--- config.mk ---
export PLATFORM = sky130hd
export DESIGN_NAME = vrp_fifo
export DESIGN_NICKNAME = d
export VERILOG_FILES = /design/src/sv/vrp_pkg.sv /design/src/sv/vrp_fifo.sv
export SDC_FILE = /design/constraint.sdc
export NUM_CORES = 1
export LEC_CHECK = 0
export BUFFER_PORTS_ARGS = -buffer_cell sky130_fd_sc_hd__buf_4
export CAP_MARGIN = 15
export CORE_ASPECT_RATIO = 1.1
export CORE_UTILIZATION = 45
export CTS_CLUSTER_SIZE = 24
export DETAILED_ROUTE_END_ITERATION = 8
export HOLD_SLACK_MARGIN = 0.12
export PLACE_DENSITY = 0.75
export SYNTH_ARGS = -nofsm -noshare
export SYNTH_HDL_FRONTEND = slang
export SYNTH_SLANG_ARGS = --single-unit
export TNS_END_PERCENT = 30
--- constraint.sdc ---
create_clock -name clk_i -period 5.95 [get_ports clk_i]
set_clock_uncertainty 0.15 [all_clocks]
set_input_delay 0.595 -clock clk_i [delete_from_list [all_inputs] [get_ports clk_i]]
set_output_delay 0.595 -clock clk_i [all_outputs]
set_load 0.05 [all_outputs]
--- src/sv/vrp_pkg.sv ---
// Shared types, constants and arithmetic helpers for the vertex rotate/project block.
`timescale 1ns / 1ps
package vrp_pkg;

  localparam int CoordW   = 24;
  localparam int TrigW    = 16;
  localparam int DistW    = 23;
  localparam int ScreenW  = 16;
  localparam int NumRegs  = 7;
  localparam int RegIdxW  = 3;
  localparam int CfgDataW = 23;
  localparam int DefScreenWidth  = 512;
  localparam int DefScreenHeight = 512;

  // Division pipeline: 48-bit magnitude numerator, 33-bit divisor.
  localparam int NumW = 48;
  localparam int DenW = 33;

  typedef enum logic [RegIdxW-1:0] {
    REG_X_COS  = 3'd0,
    REG_X_SIN  = 3'd1,
    REG_Y_COS  = 3'd2,
    REG_Y_SIN  = 3'd3,
    REG_Z_COS  = 3'd4,
    REG_Z_SIN  = 3'd5,
    REG_VIEW_D = 3'd6
  } reg_idx_e;

  typedef struct packed {
    logic signed [CoordW-1:0] vertex_x;
    logic signed [CoordW-1:0] vertex_y;
    logic signed [CoordW-1:0] vertex_z;
    logic                     last_vertex;
  } vrp_in_t;

  typedef struct packed {
    logic signed [CoordW-1:0]  rotated_x;
    logic signed [CoordW-1:0]  rotated_y;
    logic signed [CoordW-1:0]  rotated_z;
    logic signed [ScreenW-1:0] screen_x;
    logic signed [ScreenW-1:0] screen_y;
    logic                      behind_viewer;
    logic                      saturated;
    logic                      last_out;
  } vrp_out_t;

  typedef struct packed {
    logic signed [TrigW-1:0] x_cos;
    logic signed [TrigW-1:0] x_sin;
    logic signed [TrigW-1:0] y_cos;
    logic signed [TrigW-1:0] y_sin;
    logic signed [TrigW-1:0] z_cos;
    logic signed [TrigW-1:0] z_sin;
    logic [DistW-1:0]        view_d;
  } vrp_cfg_t;

  // Item handed from the rotation front to the projection back.
  typedef struct packed {
    logic signed [CoordW-1:0] rx;
    logic signed [CoordW-1:0] ry;
    logic signed [CoordW-1:0] rz;
    logic                     sat;
    logic                     last;
  } vrp_rot_t;

  // Round (+8192 >> 14) and clamp one 41-bit rotation sum to 24 bits.
  function automatic logic [CoordW:0] rot_round(input logic signed [40:0] acc);
    logic signed [40:0] r;
    logic signed [26:0] q;
    r = acc + 41'sd8192;
    q = r[40:14];
    if (q > 27'sd8388607)       rot_round = {1'b1, 24'h7FFFFF};
    else if (q < -27'sd8388608) rot_round = {1'b1, 24'h800000};
    else                        rot_round = {1'b0, q[CoordW-1:0]};
  endfunction

endpackage

--- src/sv/vrp_fifo.sv ---
// Small queue between the rotation front and the projection back.
`timescale 1ns / 1ps
module vrp_fifo
  import vrp_pkg::*;
#(
  parameter int Depth = 8
) (
  input  logic     clk_i,
  input  logic     rst_ni,
  input  logic     push_i,
  input  vrp_rot_t data_i,
  input  logic     pop_i,
  output logic     empty_o,
  output logic [$clog2(Depth+1)-1:0] count_o,
  output vrp_rot_t data_o
);

  localparam int PtrW = $clog2(Depth);

  vrp_rot_t mem_q [Depth];
  logic [PtrW-1:0] wr_q, rd_q;
  logic [$clog2(Depth+1)-1:0] cnt_q;

  always_ff @(posedge clk_i or negedge rst_ni) begin
    if (!rst_ni) begin
      wr_q  <= '0;
      rd_q  <= '0;
      cnt_q <= '0;
    end else begin
      if (push_i) wr_q <= (wr_q == PtrW'(Depth - 1)) ? '0 : wr_q + 1'b1;
      if (pop_i)  rd_q <= (rd_q == PtrW'(Depth - 1)) ? '0 : rd_q + 1'b1;
      cnt_q <= cnt_q + {{($bits(cnt_q)-1){1'b0}}, push_i} - {{($bits(cnt_q)-1){1'b0}}, pop_i};
    end
  end

  always_ff @(posedge clk_i) begin
    if (push_i) mem_q[wr_q] <= data_i;
  end

  assign data_o  = mem_q[rd_q];
  assign empty_o = (cnt_q == '0);
  assign count_o = cnt_q;

endmodule

==> results of run 1 <==
-- layer usage --
layer / up-vias / wire (µm) / GRT usage (%) / part of all wire, %
li1: 4806 / - / - / -
met1: 5752 / 18600 / 23.4 / 40
met2: 282 / 24200 / 32.0 / 52
met3: 71 / 2320 / 3.02 / 5.0
met4: 0 / 1030 / 5.27 / 2.2
met5: - / 0 / 0 / 0
-- report_power, final --
| group | internal [mW] | switching [mW] |
|---|---|---|
| sequential | 5.31 | 0.374 |
| combinational | 1.94 | 3.38 |
| clock | 2.15 | 1.50 |
-- critical path, delay by kind of cell (launching register included) --
kind / cells / cell delay, ps
buf+inv: 3 / 1520
simple gates: 2 / 230
flops: 1 / 870
-- worst max-delay path by stage --
stage	from	endpoint	slack [ps]	cells past startpoint
floorplan	push_i	mem_q[4][0]	-500	2
global placement	rd_q[0]	data_o[26]	2520	5
detailed placement	rd_q[1]	data_o[0]	2540	5
CTS	rd_q[1]	data_o[0]	1860	5
global route	rd_q[0]	data_o[42]	1730	5
finish	rd_q[1]	data_o[0]	1910	5
-- metrics by stage --
stage	setup TNS [ps]	power [mW]	instance area (µm²)	setup WS (ps)	util [%]
6_report	0	14.7	27500	1910	54.9
5_1_grt	0	15.3	27500	1730	54.9
4_1_cts	0	14.9	27500	1860	54.9
3_5_place_dp	0	11.1	24800	2540	49.6
3_3_place_gp	0	11.1	24800	2520	49.6
2_1_floorplan	-37170	9.56	22800	-502	-
-- cells by family after synthesis --
group	after synthesis	share of synthesized area (%)
compound gates	4	0.0987
xor+xnor	2	0.0768
fa+ha+maj	10	0.581
buf+inv	58	1.42
flops	602	79.0
mux	152	14.8
simple gates	240	4.02
-- state kept, by name (all words and copies together) (netlist names) --
register  count
count_o       4
mem_q       592
wr_q          3
rd_q          3
-- layout make-up --
| class | instances | area (µm²) | share of cell area [%] |
|---|---|---|---|
| sequential | 602 | 18000 | 65.7 |
| multi-input combinational | 408 | 4530 | 16.5 |
| timing repair buffer | 254 | 2150 | 7.83 |
| clock buffer | 72 | 1530 | 5.55 |
| tap | 660 | 826 | 3.01 |
| clock inverter | 32 | 360 | 1.31 |
| inverter | 8 | 31.3 | 0.114 |
-- synthesized netlist by cell type --
cell type  number
buf_1           4
buf_6          11
o21ai_0         2
edfxtp_1      592
xor2_1          2
mux2_2          4
a21oi_1         1
nand3b_1        2
mux4_2        148
inv_1           8
nand2_1       225
fa_1            1
clkbuf_1       16
nor3_1          2
buf_2          19
a21o_1          1
nor2_1          8
ha_1            9
dfrtp_1        10
nand2b_1        2
and3_1          1
==> run metrics, run 1 <==
Core Area around 50000 µm²; CTS Buffer Depth 3; Initial DRC Count ~700; reg2reg start rd_q[1]; layout net count ~1400; syn avg cell area 21.4 µm²; # Max-Cap Violations 0; Synth Cell Area roughly 23000 µm²; pin slew with the least headroom to its limit ~1000 ps; CTS Buf Count between 50 and 60; Finished Layout Cells slightly above 2000; Worst EP required 5200 ps; top-area cell type share of the netlist area 77.9%; htree depth 2; critical path arrival between 3000 and 4000 ps; Syn Nets 1156; period utilization 67.9%; fillers between 3000 and 4000; initial antenna violation count 0; CP max-delay cell dfrtp_4; Routed WL between 40 and 50 mm; Die Area 51600 µm²; first-pass GRT wire length 69.7 mm; worst setup path class flop to primary output; Worst Setup Start Kind flop; Area contributors post-synth edfxtp_1 (78%), mux4_2 (15%), nand2_1 (3.7%); Die X approximately 220 µm; Yosys reg bits ~600; Final Hold Vio Count 0; remaining antenna violation count 0; Slew Limit Fails 0; leak pwr about 9.4 nW; share of post-route cells with drive strength above 1 30.4%; vias per cell roughly 5.4; initial core utilization 45.6%; HPWL Detailed roughly 25 mm; Die Height approximately 240 µm; sequential share of the synthesized area 79.0%; fin crit period 4040 ps; worst-path fanout max 44; Clock Sinks around 600; Hold Crit Class input pin to async pin; Setup crit end kind primary output; Worst-path clk slew around 60 ps; synth warn 0; clk root buf clkbuf_16; Slew Limit Headroom ~32%; Peak supply drop 0.440 mV; setup bufs post-CTS 0; # rows 86; Skew-Pair Late Insertion Delay 600 ps; DRT Pass-1 Iters 5; placed cell count 1855; RSZ-0062 raised after global routing no; Port Buffers between 150 and 200; drt drc 0; Antenna diodes 0; outcome finished, final reports clean; vias in the first global route 11400; pin count of the biggest net entering global routing 67; WL/cell roughly 23 µm; Synth area leader edfxtp_1; Cell Pwr Density 534 nW/µm²; IO Count roughly 160; commonest non-fill, non-tap cell in the layout edfxtp_1; commonest non-fill, non-tap cells in the layout edfxtp_1 (592), nand2_1 (225), buf_4 (173); post-synth cell types 21; worst hold margin 214 ps; gp weighted congestion between 0.7 and 0.8; Register-to-Register Setup Slack around 3200 ps; # hold bufs at CTS 77; worst path cell trace clkinv_2, buf_4, nand2_1, nand2_1, buf_4; P&R area growth vs syn 20.3%; Syn Inst Count approximately 1100; R2R Path End rd_q[1]; CTS resizes 0; CTS tree yes; Final setup violation count 0; aggregate global routing overflow 0; Vias between 10000 and 15000; GRT Overall Usage a little under a fifth; Max stage delay on crit path approximately 870 ps; fmax approximately 250 MHz; worst r2r path cells 3
No activity file was read; power rests on OpenSTA's default activity.
==> run 2, diff against run 1 <==
--- a/config.mk
+++ b/config.mk
@@ -12,7 +12,7 @@
 export CTS_CLUSTER_SIZE = 24
 export DETAILED_ROUTE_END_ITERATION = 8
 export HOLD_SLACK_MARGIN = 0.12
-export PLACE_DENSITY = 0.75
+export PLACE_DENSITY = 0.72
 export SYNTH_ARGS = -nofsm -noshare
 export SYNTH_HDL_FRONTEND = slang
 export SYNTH_SLANG_ARGS = --single-unit
==> constraint.sdc (replaced) <==
create_clock -name clk_i -period 3.84 [get_ports clk_i]
set_clock_uncertainty 0.15 [all_clocks]
set_input_delay 0.384 -clock clk_i [delete_from_list [all_inputs] [get_ports clk_i]]
set_output_delay 0.384 -clock clk_i [all_outputs]
set_load 0.05 [all_outputs]
==> run 2 against run 1 <==
Die area stayed put; non-clock buffer count is 5 higher; clock power rose by 42%; via count rose by 0.89%; critical endpoint is now data_o[18]; global-route usage hardly changed.
==> run metrics, run 2 (same netlist as run 1, synthesis figures left out) <==
fmax 294 MHz; htree depth 2 (unchanged); critical path arrival 2870 ps (-420 ps); GRT Overall Usage 18.2% (-0.035 points); met2 WL 24.0 mm (-0.91%); vias in the first global route 11700 (+2.8%); Final Util 54.8% (-0.098 points); P&R area growth vs syn 20.1%; # rows 86 (unchanged); Largest Register mem_q; Die Height 238 µm (unchanged); Core Area 50000 µm² (unchanged); max FFs per register 592 (unchanged); Peak supply drop 0.692 mV (+57%); CTS tree yes; Worst Setup Start Kind flop; Worst-path clk slew 60 ps (about the same); worst path cell trace buf_4, mux4_2, nand2_1, nand2_1, buf_4; pin count of the biggest net entering global routing 75 (+12%); max layer used met5; fin crit period 3400 ps; commonest non-fill, non-tap cells in the layout edfxtp_1 (592), nand2_1 (225), buf_4 (171); outcome finished, final reports clean; Die X 217 µm (unchanged); Hold Crit Class input pin to flop; worst setup path class flop to primary output; initial core utilization 45.6% (unchanged); wl on met1 18.6 mm (unchanged); aggregate global routing overflow 0 (unchanged); Skew-Pair Late Insertion Delay 590 ps (about the same); CP max-delay cell dfrtp_4; clk root buf clkbuf_16; vias per cell 5.40 (+0.79%); Slew Limit Headroom 39.6% (+7.3 points); Max stage delay on crit path 950 ps (+80 ps); commonest non-fill, non-tap cell in the layout edfxtp_1; Routed WL 46.2 mm (+0.22%); first-pass GRT wire length 69.6 mm (-0.24%); CTS Buffer Depth 3 (unchanged); HPWL Detailed 24.3 mm (-1.8%); Cell Pwr Density 817 nW/µm² (+53%); Port Buffers 156 (unchanged); critical path's top delay family flip-flops; Setup crit end kind primary output; drt drc 0 (unchanged); Final Hold Vio Count 0 (unchanged); final non-filler cell area 27400 µm² (-0.18%); Final setup violation count 0 (unchanged); RSZ-0062 raised after global routing no; Initial DRC Count 892 (+25%); remaining antenna violation count 0 (unchanged); Vias 11000 (+0.89%); Slew Limit Fails 0 (unchanged); # hold bufs at CTS 78 (+1.3%); share of post-route cells with drive strength above 1 30.8% (+0.46 points); gp weighted congestion 0.692 (-6.5%); placed instance area 24900 µm² (+0.45%); layout net count 1424 (+0.35%); initial antenna violation count 1 (+1); CTS resizes 0 (unchanged); Die Area 51600 µm² (unchanged); DRT Pass-1 Iters 5 (unchanged); leak pwr 9.36 nW (-0.11%); # Max-Cap Violations 0 (unchanged); setup tns final 0 ps (unchanged); Clock Sinks 602 (unchanged); WL/cell 22.7 µm (+0.12%); IO Count 157 (unchanged); worst-path fanout max 36 (-18%); pin slew with the least headroom to its limit 906 ps (-110 ps); CTS Buf Count 57 (unchanged); Buf/Inv on CP 2 (-1); period utilization approximately 90%; Worst EP required 3310 ps (-1890 ps); met3 WL post-DR 2.51 mm (+7.9%); Antenna diodes 0 (unchanged); setup bufs post-CTS 0 (unchanged)
[run 2: cell type report]
cell class,count,area [µm²]
Fill cell,3787,22600
Sequential cell,602,18000
Multi-Input combinational cell,408,4540
Timing Repair Buffer,259,2260
Clock buffer,65,1460
Tap cell,660,826
Clock inverter,36,259
Inverter,8,31.3
[run 2: path summary, 6_finish.rpt]
| kind | from | end | slack, ps | cells past startpoint |
|---|---|---|---|---|
| setup / recovery | rd_q[0] | data_o[18] | 440 | 5 |
| hold / removal | data_i[46] | mem_q[3][46] | 420 | 2 |
| setup reg to reg | rd_q[0] | rd_q[2] | 1580 | 4 |
| max in group asynchronous | rst_ni | rd_q[2] | 2430 | 3 |
| min in group asynchronous | rst_ni | count_o[1] | 720 | 3 |
| hold reg to reg | wr_q[2] | wr_q[2] | 450 | 1 |
[run 2: worst register-to-register path: stages (launching register included)]
cell and delay, ps:
dfrtp_4 950, buf_12 340, ha_1 210, ha_1 230
mux2_2 270
[run 2: per-layer routing]
layer	up-vias	GRT usage, %
met5	-	0
met4	2	5.61
met3	79	3.08
met2	336	32.4
met1	5778	22.8
li1	4813	-
[run 2: report_power, final]
part / internal (mW) / switching [mW] / total, mW
Sequential: 8.23 / 0.501 / 8.73
Combinational: 3.09 / 5.35 / 8.44
Clock: 2.91 / 2.30 / 5.21
[run 2: per-stage QoR]
step           setup WS (ps)  power [mW]  std cells  hold WS [ps]
2_1_floorplan           -529        14.8       1068         -61.6
3_3_place_gp             963        17.3       1859          77.3
3_5_place_dp             988        17.4       1859          80.0
4_1_cts                  329        22.7       2038           386
5_1_grt                  238        23.3       2038           408
6_report                 435        22.4       2038           420
